File: config.mk
export PLATFORM = sky130hd
export DESIGN_NAME = wud_check
export DESIGN_NICKNAME = d
export VERILOG_FILES = /design/src/sv/wud_pkg.sv /design/src/sv/wud_check.sv
export SDC_FILE = /design/constraint.sdc
export NUM_CORES = 1
export LEC_CHECK = 0
export ABC_CLOCK_PERIOD_IN_PS = 10600
export BUFFER_PORTS_ARGS = -buffer_cell sky130_fd_sc_hd__buf_2
export CAP_MARGIN = 10
export CELL_PAD_IN_SITES_DETAIL_PLACEMENT = 1
export CELL_PAD_IN_SITES_GLOBAL_PLACEMENT = 2
export CORE_UTILIZATION = 33
export DETAILED_ROUTE_END_ITERATION = 10
export PLACE_DENSITY_LB_ADDON = 0.3
export SLEW_MARGIN = 30
export SYNTH_ARGS = -nofsm -noshare
export SYNTH_HDL_FRONTEND = slang
export SYNTH_SLANG_ARGS = --single-unit
File: constraint.sdc
create_clock -name i_clk -period 10.6 [get_ports i_clk]
set_input_delay 0 -clock i_clk [delete_from_list [all_inputs] [get_ports i_clk]]
set_output_delay 0 -clock i_clk [all_outputs]
set_load 0.005 [all_outputs]
File: src/sv/wud_pkg.sv
// Shared types and constants of the wide unsigned divider.
`default_nettype none

package wud_pkg;

    // Result status codes.
    typedef enum logic [1:0] {
        STATUS_OK       = 2'd0,
        STATUS_DIV_ZERO = 2'd1,
        STATUS_OVERFLOW = 2'd2
    } t_status;

endpackage

`default_nettype wire

File: src/sv/wud_check.sv
// Entry stage: classify the operands and seed the division chain.
`default_nettype none

module wud_check #(
    parameter int WORD_BITS = 64
) (
    input  wire logic                 i_clk,
    input  wire logic                 i_rst_n,
    input  wire logic                 i_valid,
    output logic                      o_ready,
    input  wire logic [WORD_BITS-1:0] i_hi,
    input  wire logic [WORD_BITS-1:0] i_lo,
    input  wire logic [WORD_BITS-1:0] i_div,
    output logic                      o_valid,
    input  wire logic                 i_ready,
    output logic [WORD_BITS-1:0]      o_rem,
    output logic [WORD_BITS-1:0]      o_lq,
    output logic [WORD_BITS-1:0]      o_div,
    output wud_pkg::t_status          o_status
);

    logic                 r_valid;
    logic [WORD_BITS-1:0] r_rem;
    logic [WORD_BITS-1:0] r_lq;
    logic [WORD_BITS-1:0] r_div;
    wud_pkg::t_status     r_status;

    logic [WORD_BITS-1:0] n_rem;
    logic [WORD_BITS-1:0] n_lq;
    logic [WORD_BITS-1:0] n_div;
    wud_pkg::t_status     n_status;

    assign o_ready = !r_valid || i_ready;

    // A rejected item runs the chain with zero operands and an all-ones
    // divisor, so no step subtracts and the results come out zero.
    always_comb begin
        n_rem    = i_hi;
        n_lq     = i_lo;
        n_div    = i_div;
        n_status = wud_pkg::STATUS_OK;
        if (i_div == '0) begin
            n_status = wud_pkg::STATUS_DIV_ZERO;
        end else if (i_hi >= i_div) begin
            n_status = wud_pkg::STATUS_OVERFLOW;
        end
        if (n_status != wud_pkg::STATUS_OK) begin
            n_rem = '0;
            n_lq  = '0;
            n_div = '1;
        end
    end

    always_ff @(posedge i_clk) begin
        if (!i_rst_n) begin
            r_valid <= 1'b0;
        end else if (o_ready) begin
            r_valid <= i_valid;
        end
    end

    always_ff @(posedge i_clk) begin
        if (i_valid && o_ready) begin
            r_rem    <= n_rem;
            r_lq     <= n_lq;
            r_div    <= n_div;
            r_status <= n_status;
        end
    end

    assign o_valid  = r_valid;
    assign o_rem    = r_rem;
    assign o_lq     = r_lq;
    assign o_div    = r_div;
    assign o_status = r_status;

endmodule

`default_nettype wire

; ---- Yosys cells after proc, flatten, opt, wreduce, memory -nomap -nowiden
; Cells that the tools add are included.
[word_totals]
register_bits = 195
input_bits = 196
output_inout_bits = 196
wordCells = 13
[op_classes]
magnitude_cmp = 1
muxes = 2
reduce_logical = 5
[op_table]
columns = op, n
row1 = $ge 64x64->1, 1
row2 = $logic_not 64->1, 1
row3 = $mux 2, 2
row4 = $reduce_bool 2->1, 1
row5 = $logic_and 1x1->1, 1
row6 = $logic_not 1->1, 1
row7 = $logic_or 1x1->1, 1

; ---- Longest topological paths before layout
; Gate-level depths: netlist of the first run.
[depth]
word_depth = 4
depth_mapped = 10

; ---- Worst setup path after synthesis of the first run
; Ideal clock, no wire load.
[synth_timing]
path_kind = register to register
startpoint = reg r_valid, in the netlist o_valid
endpoint = reg r_div[0], in the netlist o_div[0] (enable)
setup_ps = 578
arrival_time_ps = 4864
path_slack_ps = 5157
stages_incl_launch_ff = 3
n_path_buf = 0
synth_period_minus_slack_ps = 5443
path_cell_list = dfxtp_1 > nand2b_1 > and2_1
[synth_via]
elab_chain_len = 3
[synth_rtl]
columns = item, line_no
row1 = start: declaration, wud_check.sv:22  ; logic r_valid;
row2 = start signal: assignment, wud_check.sv:58  ; r_valid <= i_valid;
row3 = $logic_not 1->1, wud_check.sv:33  ; assign o_ready = !r_valid || i_ready;
row4 = $logic_or 1x1->1, wud_check.sv:33
row5 = net o_ready, wud_check.sv:10  ; output logic o_ready,
row6 = $logic_and 1x1->1, wud_check.sv:63  ; if (i_valid && o_ready) begin
row7 = end signal: assignment, wud_check.sv:66  ; r_div <= n_div;
row8 = end: declaration, wud_check.sv:25  ; logic [WORD_BITS-1:0] r_div;
; The timed path passes the listed nets, and every way through them passes these cells.
; A chain may end at the register's enable or synchronous reset.

; ---- Worst setup path after layout of the first run
[layout_timing]
startpoint = in i_div[11]
endpoint = reg r_lq[36], in the netlist o_lq[36] (data pin)
[layout_via]
elab_chain_len = 4
elab_cells_between_ends = 5
classes_between = order compare (1) / mux (2) / reduce/logical (2)
[layout_rtl]
columns = item, line_no
row1 = start: declaration, wud_check.sv:13  ; input wire logic [WORD_BITS-1:0] i_div,
row2 = $ge 64x64->1, wud_check.sv:44  ; end else if (i_hi >= i_div) begin
row3 = $mux 2, wud_check.sv:44
row4 = $mux 2 *, wud_check.sv:42  ; if (i_div == '0) begin
row5 = $reduce_bool 2->1 *, wud_check.sv:47  ; if (n_status != wud_pkg::STATUS_OK) begin
row6 = end signal: assignment, wud_check.sv:65  ; r_lq <= n_lq;
row7 = end: declaration, wud_check.sv:24  ; logic [WORD_BITS-1:0] r_lq;
; Mark *: on every way between the ends. The rest lies on a longest branch, timed or not.

==> run metrics, run 1 <==
Post-synth ARST share=0; mux contribution to synthesized area=0; initial antenna violation count=1; most frequent cells in the layout=buf_2, dlygate4sd3_1, edfxtp_1, and2_4, nand2_1; clk buf depth=2; sw frac=0.2645; Warnings, synthesis=0; post_cts resized=0; IO buf count=391; syn_nets=930; CP required=10790 ps; Yosys top cell by area=edfxtp_1; clock root buffer=clkbuf_16; Rel. slew slack=0.3584; Final #Nets=1518; synth top area cells=edfxtp_1, and2_4, ha_1; hold path depth=3; internal power=1.426 mW; commonest non-fill, non-tap cell in the layout=buf_2; worst-margin pin slew=953.6 ps; core area=27180 um2; Comb pwr share=0.190; clock latency on the worst-skew pair=420 ps; Final period util=0.2804; status=complete, no violations; die outline height=169.0 um; vias in the first global route=8305; Achievable Freq=336.4 MHz; Hold Fails Final Rpt=0; WL per Instance=19.03 um; RSZ-0062 raised after global routing=false; Compound-Gate Fraction of Synth Area=0.03454; antenna viol nets, final=0; Slew Limit Fails=0; cell row count=60; Worst Reg-to-Reg Cells=3; DR iter-0 viols=320; cts bufs inserted=17; clock share of power=0.324; Syn Std Cell Area=9201 um2; pin count of the biggest net entering global routing=98; via count=7332; VDD IR max=78.16 uV; Simple-Gate Fraction of Synth Area=0.1875; first-pass GRT wire length=46.80 mm; synth-to-layout area growth=51.50%; detailed-route DRC error count=0; instance count of the mapped netlist=670; fin cells=1643; DIE AREA=28550 um2; library cells used by synthesis=36; Setup crit start kind=primary input; Total Routed Length=31.27 mm; Main synth FF type=edfxtp_1; XOR/XNOR share of the synthesized area=0; crit path capture type=register; clock sink total=195; # fillers=2986; register area share after synthesis=0.6353; Setup-failing EPs final=0; Clock Pin Slew Worst Setup and Hold Paths=80 ps; DRT Pass-1 Iters=6; Synth top area share=0.6331; main combinational cell family by area after synthesis=simple AND/OR/NAND/NOR gates; Synth Area in Adders=0.08703; Routability Congestion=0.7450; Hold Crit Class=in -> out; power density over cell area=139.1 nW/um2; clock skew=9.042 ps; Setup TNS=0 ps; Synth Register Bits=195; NetSw=0.5129 mW; LEAKAGE=6.293 nW; CTS tree=done; Crit Path Max Fanout=95; sequential cell fraction of total power=0.486; Post-synth EDFFs=194; type of the worst setup path=in -> reg; placed wire-length estimate=21.19 mm; share of layout cells above drive strength 1=0.4205; grt total ovfl=0; Max-Cap Viols=0; CP arrival=3160 ps; vias per inst=4.463; H-Tree Depth=4; Placed Cells=1417; Starting Density=0.3386; total track usage=0.2184; syn avg cell area=13.73 um2; Period minus WS final=2973 ps; Die W=169.0 um; I/O Pins=392
cell families after synthesis:
logic type | Yosys count
DFF | 195
and+or+nand+nor | 269
buffers and inverters | 90
adders and majority gates | 64
AOI/OAI and AO/OA | 52
sequential cells by signal (all words and copies together), names as in the netlist:
signal / flops
o_rem: 64
o_status: 2
o_div: 64
o_lq: 64
o_valid: 1
worst paths after layout:
kind | from | end | slack [ps]
setup / recovery | i_div[11] | o_lq[36]$_SDFFCE_PP0P_ | 7630
hold / removal | i_ready | o_ready | 330
setup reg to reg | o_valid$_SDFFE_PN0N_ | o_div[46]$_SDFFCE_PP1P_ | 8490
hold reg to reg | o_valid$_SDFFE_PN0N_ | o_rem[18]$_SDFFCE_PP0P_ | 1000
critical path, cell delays in order:
cell and delay (ps):
dlygate4sd3_1 540, buf_2 140, nor4_1 820, nand4_1 220, or4_4 600, o211ai_2 110
nor4_4 60, buf_6 310, and2_1 280
power by group through the flow:
| stage | Sequential [mW] | Combinational, mW | Clock [mW] |
|---|---|---|---|
| finish | 0.943 | 0.368 | 0.628 |
| global route | 0.949 | 0.403 | 0.668 |
| CTS | 0.942 | 0.367 | 0.643 |
| detailed placement | 0.959 | 0.307 | 0 |
| global placement | 0.957 | 0.300 | 0 |
| floorplan | 0.976 | 0.164 | 0 |
through the flow:
step | hold WS [ps] | power, mW | area, um2 | util | setup WS (ps)
final | 332.1 | 1.939 | 13940 | 0.5129 | 7627
after global routing | 370.6 | 2.020 | 13940 | 0.5129 | 7372
after CTS | 321.4 | 1.952 | 13930 | 0.5126 | 7330
after detailed placement | 279.3 | 1.267 | 11440 | 0.4209 | 7433
after global placement | 257.2 | 1.257 | 11400 | 0.4196 | 7376
after floorplan | 114.6 | 1.139 | 9201 | - | 5157
metal layers:
layer,routed length (um),track usage,up-vias
met4,830,0.08069,0
met5,0,0,-
li1,-,-,3523
met2,16260,0.3994,264
met1,12500,0.2496,3505
met3,1676,0.04629,40
final cells by class:
class | instances | area [um2] | share of cell area
inverters | 69 | 259.0 | 0.01858
clock buffers | 17 | 425.4 | 0.03052
repair buffers | 590 | 3964 | 0.2844
diodes | 1 | 2.502 | 0.0001795
well taps | 372 | 465.4 | 0.03339
multi-input cells | 385 | 2853 | 0.2047
clock inverters | 14 | 125.1 | 0.008976
flip-flops and latches | 195 | 5846 | 0.4194
synthesized netlist by cell type (2+ instances only):
library cell,number
and2_1,29
nor2_1,9
buf_4,6
nand2b_1,3
edfxtp_1,194
nand4_1,11
inv_1,69
a21oi_1,28
ha_1,64
nor4_1,17
a221oi_1,4
buf_8,10
nand3_1,4
nand2_1,86
and2_4,100
and4_1,4
o21ai_0,10
nor3_1,2
buf_6,3
repair_timing:
item                                    in CTS  in global routing
hold buffers                               194                  0
endpoints found under the setup margin       0                  0
endpoints found under the hold margin      193                  0
buffers inserted                             0                  0
No activity file was read; power rests on OpenSTA's default activity.
==> run 2, diff against run 1 <==
--- a/config.mk
+++ b/config.mk
@@ -5,12 +5,12 @@
 export SDC_FILE = /design/constraint.sdc
 export NUM_CORES = 1
 export LEC_CHECK = 0
-export ABC_CLOCK_PERIOD_IN_PS = 10600
+export ABC_CLOCK_PERIOD_IN_PS = 2800
 export BUFFER_PORTS_ARGS = -buffer_cell sky130_fd_sc_hd__buf_2
 export CAP_MARGIN = 10
 export CELL_PAD_IN_SITES_DETAIL_PLACEMENT = 1
 export CELL_PAD_IN_SITES_GLOBAL_PLACEMENT = 2
-export CORE_UTILIZATION = 33
+export CORE_UTILIZATION = 30
 export DETAILED_ROUTE_END_ITERATION = 10
 export PLACE_DENSITY_LB_ADDON = 0.3
 export SLEW_MARGIN = 30
==> constraint.sdc (replaced) <==
create_clock -name i_clk -period 2.8 [get_ports i_clk]
set_input_delay 0 -clock i_clk [delete_from_list [all_inputs] [get_ports i_clk]]
set_output_delay 0 -clock i_clk [all_outputs]
set_load 0.005 [all_outputs]
==> run metrics, run 2 (synthesis results as in run 1) <==
CP startpoint=i_div[57]; Final period util=0.9716; die outline height=177.1 um; Place WS=104.5 ps; R2R Path Start=o_valid$_SDFFE_PN0N_; core area=29870 um2; CTS tree=done; total track usage=0.1919; hold path depth=2; Rel. slew slack=0.5201; fin cells=1683; clock root buffer=clkbuf_16; H-Tree Depth=4; Slew Limit Fails=0; CP required=2990 ps; crit-path max cell delay=540 ps; VDD IR max=374.2 uV; pin count of the biggest net entering global routing=82; # fillers=3229; Period minus WS final=2721 ps; Crit Path Max Fanout=29; antenna viol nets, final=0; grt total ovfl=0; status=complete, no violations; Worst Reg-to-Reg Cells=3; commonest non-fill, non-tap cell in the layout=buf_2; detailed-route DRC error count=0; power density over cell area=517.1 nW/um2; DIE AREA=31380 um2; Hold Crit Class=in -> reg; most frequent cells in the layout=buf_2, dlygate4sd3_1, edfxtp_1, and2_4, nand2_1; via count=7352; placed wire-length estimate=21.68 mm; initial antenna violation count=2; Placed Cells=1449; Die W=177.1 um; LEAKAGE=6.444 nW; I/O Pins=392; Hold Startpoint=i_valid; Setup-failing EPs final=0; cts bufs inserted=17; Routability Congestion=0.7763; first-pass GRT wire length=44.99 mm; clock skew=12.99 ps; Hold Fails Final Rpt=0; Total Routed Length=30.51 mm; vias in the first global route=8108; crit-path cells=dlygate4sd3_1, buf_2, inv_1, ha_1, nand4_1, and4bb_2, nand4_1, a311oi_2, buf_4, nor4_4, buf_4, buf_12, buf_12, and2_4; clock latency on the worst-skew pair=440 ps; synth-to-layout area growth=55.55%; WL per Instance=18.13 um; Setup crit start kind=primary input; Clock Pin Slew Worst Setup and Hold Paths=80 ps; Final #Nets=1538; share of layout cells above drive strength 1=0.4361; Starting Density=0.3080; total power=7.401 mW; Setup WS post-layout=79.40 ps; crit path capture type=register; DR iter-0 viols=306; Achievable Freq=367.6 MHz; critical path's slowest cell=dlygate4sd3_1; WP depth=14; DRT Pass-1 Iters=6; critical path buffer and inverter count=7; worst-margin pin slew=713.3 ps; CP arrival=2920 ps; cell row count=63; type of the worst setup path=in -> reg; WHS=149.1 ps; cell family with the largest share of critical-path delay=buffers and inverters; clk buf depth=2; clock sink total=195; Max-Cap Viols=0; vias per inst=4.368; IO buf count=391
==> run 2: cell count changes in the layout (fill, tap and decap cells not counted), sizes merged <==
| cell | before | now |
|---|---|---|
| buf | 396 | 415 |
| clkbuf | 17 | 20 |
| inv | 74 | 71 |
| bufinv | 0 | 1 |
| clkinv | 6 | 7 |
| diode | 1 | 2 |
==> run 2: repair_timing <==
| action | in CTS | in global routing |
|---|---|---|
| endpoints found under the setup margin | 0 | 191 |
| hold buffers | 194 | 0 |
| setup buffers | 0 | 6 |
| gates resized for setup | 0 | 16 |
| hold endpoints to repair | 193 | 0 |
==> run 2: layout make-up <==
| cell class | instances | area [um2] | share of cell area |
|---|---|---|---|
| Sequential cell | 195 | 5846 | 0.4084 |
| Clock inverter | 13 | 108.9 | 0.007606 |
| Inverter | 69 | 259.0 | 0.01810 |
| Clock buffer | 19 | 432.9 | 0.03025 |
| Tap cell | 390 | 488.0 | 0.03409 |
| Antenna cell | 2 | 5.005 | 0.0003497 |
| Multi-Input combinational cell | 385 | 2947 | 0.2059 |
| Timing Repair Buffer | 610 | 4227 | 0.2953 |
==> run 2: worst paths after layout <==
kind / end / slack (ps)
setup / recovery: o_rem[31]$_SDFFCE_PP0P_ / 80
hold / removal: o_div[9]$_SDFFCE_PP1P_ / 150
setup reg to reg: o_lq[20]$_SDFFCE_PP0P_ / 1220
hold reg to reg: o_div[9]$_SDFFCE_PP1P_ / 940
==> run 2: report_power, final <==
part | leakage (nW) | total, mW | switching [mW] | internal (mW)
logic | 4.30 | 1.47 | 0.683 | 0.789
clock network | 0.256 | 2.36 | 1.14 | 1.22
registers | 1.88 | 3.57 | 0.0573 | 3.51
total | 6.44 | 7.40 | 1.88 | 5.52
==> run 2: stage by stage <==
stage | util | setup TNS (ps) | area [um2]
floorplan | - | 0 | 9204
global placement | 0.3904 | 0 | 11660
detailed placement | 0.3904 | 0 | 11660
CTS | 0.4736 | 0 | 14150
global route | 0.4791 | -28.11 | 14310
finish | 0.4791 | 0 | 14310
==> run 2: routing by layer <==
| metal | vias to the layer above | GRT usage | wire length (um) |
|---|---|---|---|
| met4 | 0 | 0.07795 | 874 |
| li1 | 3572 | - | - |
| met1 | 3478 | 0.2217 | 12450 |
| met2 | 255 | 0.3407 | 15530 |
| met5 | - | 0 | 0 |
| met3 | 47 | 0.04274 | 1662 |
==> run 3, diff against run 2 <==
--- a/config.mk
+++ b/config.mk
@@ -5,6 +5,7 @@
 export SDC_FILE = /design/constraint.sdc
 export NUM_CORES = 1
 export LEC_CHECK = 0
+export ABC_AREA = 0
 export ABC_CLOCK_PERIOD_IN_PS = 2800
 export BUFFER_PORTS_ARGS = -buffer_cell sky130_fd_sc_hd__buf_2
 export CAP_MARGIN = 10
@@ -12,7 +13,7 @@
 export CELL_PAD_IN_SITES_GLOBAL_PLACEMENT = 2
 export CORE_UTILIZATION = 30
 export DETAILED_ROUTE_END_ITERATION = 10
-export PLACE_DENSITY_LB_ADDON = 0.3
+export PLACE_DENSITY = 0.91
 export SLEW_MARGIN = 30
 export SYNTH_ARGS = -nofsm -noshare
 export SYNTH_HDL_FRONTEND = slang
==> run metrics, run 3 (synthesis results as in run 1) <==
Achievable Freq=365.5 MHz; Starting Density=0.3080; via count=7655; fin cells=1680; Final #Nets=1536; total power=7.662 mW; cell family with the largest share of critical-path delay=simple AND/OR/NAND/NOR gates; Clock Pin Slew Worst Setup and Hold Paths=80 ps; # fillers=3211; Period minus WS final=2736 ps; Routability Congestion=0.7781; IO buf count=391; Rel. slew slack=0.5839; Crit Path Max Fanout=24; Total Routed Length=33.41 mm; worst-margin pin slew=618.5 ps; clk buf depth=2; critical path's slowest cell=nor4_1; type of the worst setup path=in -> reg; pin count of the biggest net entering global routing=91; VDD IR max=334.9 uV; clock sink total=195; die outline height=177.1 um; DIE AREA=31380 um2; CP required=3000 ps; Hold Crit Class=in -> reg; CTS tree=done; first-pass GRT wire length=48.34 mm; Setup-failing EPs final=0; CP dominant cell by count=buf_12; LEAKAGE=6.435 nW; synth-to-layout area growth=55.33%; Placed Cells=1449; power density over cell area=536.1 nW/um2; CP arrival=2940 ps; vias per inst=4.557; placed wire-length estimate=22.42 mm; WHS=143.4 ps; crit-path max cell delay=570 ps; WL per Instance=19.89 um; Final period util=0.9772; grt total ovfl=0; Max-Cap Viols=0; core area=29870 um2; total track usage=0.2087; crit-path cells=dlygate4sd3_1, buf_2, nor4_1, nand4_1, or4_4, o211ai_2, nor4_4, buf_4, buf_12, buf_12, and2_4; antenna viol nets, final=0; DRT Pass-1 Iters=5; cell row count=63; met1 GRT Util=0.2243; Die W=177.1 um; Setup crit start kind=primary input; clock latency on the worst-skew pair=450 ps; vias in the first global route=8484; initial antenna violation count=1; clock root buffer=clkbuf_16; Place WS=-112.6 ps; crit path capture type=register; most frequent cells in the layout=buf_2, dlygate4sd3_1, edfxtp_1, and2_4, nand2_1; share of layout cells above drive strength 1=0.4352; clock skew=11.34 ps; Setup WS post-layout=63.89 ps; Hold Fails Final Rpt=0; H-Tree Depth=4; busiest grt layer=met2; critical path buffer and inverter count=5; cts bufs inserted=17; DR iter-0 viols=345; commonest non-fill, non-tap cell in the layout=buf_2; status=complete, no violations; met2 GRT Util=0.3854; Slew Limit Fails=0; M3 GR Usage=0.04575; detailed-route DRC error count=0; I/O Pins=392
run 3: cell types whose count changed in the layout (fill, tap and decap cells not counted), sizes merged:
cell,change
inv,+4
buf,-2
diode,-1
clkinv,-5
bufinv,+1
clkbuf,-1
clkinvlp,+1
run 3: routing by layer:
layer  up-vias  routed length [um]  part of all wire
met5         -                   0                 0
met2       298               17850              0.53
met3        65                1785             0.053
met4         0                1111             0.033
li1       3568                   -                 -
met1      3724               12670              0.38
run 3: tightest hold or removal path: stages:
cell     delay [ps]
buf_2           100
nor4_1           80
nand4_1          80
or4_4           130
inv_1            40
run 3: area by class of cell:
type / instances / area (um2) / share of cell area
Clock buffer: 18 / 429.2 / 0.03003
Multi-Input combinational cell: 385 / 2919 / 0.2042
Tap cell: 390 / 488.0 / 0.03414
Sequential cell: 195 / 5846 / 0.4090
Inverter: 69 / 259.0 / 0.01812
Timing Repair Buffer: 608 / 4179 / 0.2924
Antenna cell: 1 / 2.502 / 0.0001751
Clock inverter: 14 / 170.2 / 0.01191
run 3: per-stage QoR:
stage            util  instance area [um2]  TNS, ps
2_1_floorplan       -                 9204        0
5_1_grt        0.4784                14290   -2.757
3_3_place_gp   0.3892                11630    -3540
6_report       0.4784                14290        0
3_5_place_dp   0.3892                11630    -5461
4_1_cts        0.4742                14170        0
run 3: path summary, 6_finish.rpt:
path                             start                       to  slack [ps]  cells after the start
hold reg to reg   o_valid$_SDFFE_PN0N_  o_div[24]$_SDFFCE_PP1P_         940                      2
setup / recovery             i_div[18]   o_lq[23]$_SDFFCE_PP0P_          60                     11
setup reg to reg  o_valid$_SDFFE_PN0N_  o_div[54]$_SDFFCE_PP1P_        1130                      3
hold / removal               i_div[45]    o_status[0]$_DFFE_PP_         140                      5
run 3: repair_timing:
action,CTS,global route
buffers inserted,0,3
endpoints found under the setup margin,0,179
gates resized for setup,0,13
hold endpoints to repair,193,0
hold buffers,194,0
run 3: report_power, final:
group	total [mW]	leakage (nW)	internal, mW	switching, mW
Sequential	3.57	1.88	3.51	0.0663
Combinational	1.49	4.27	0.785	0.709
Clock	2.59	0.281	1.35	1.24
Total	7.66	6.44	5.64	2.02
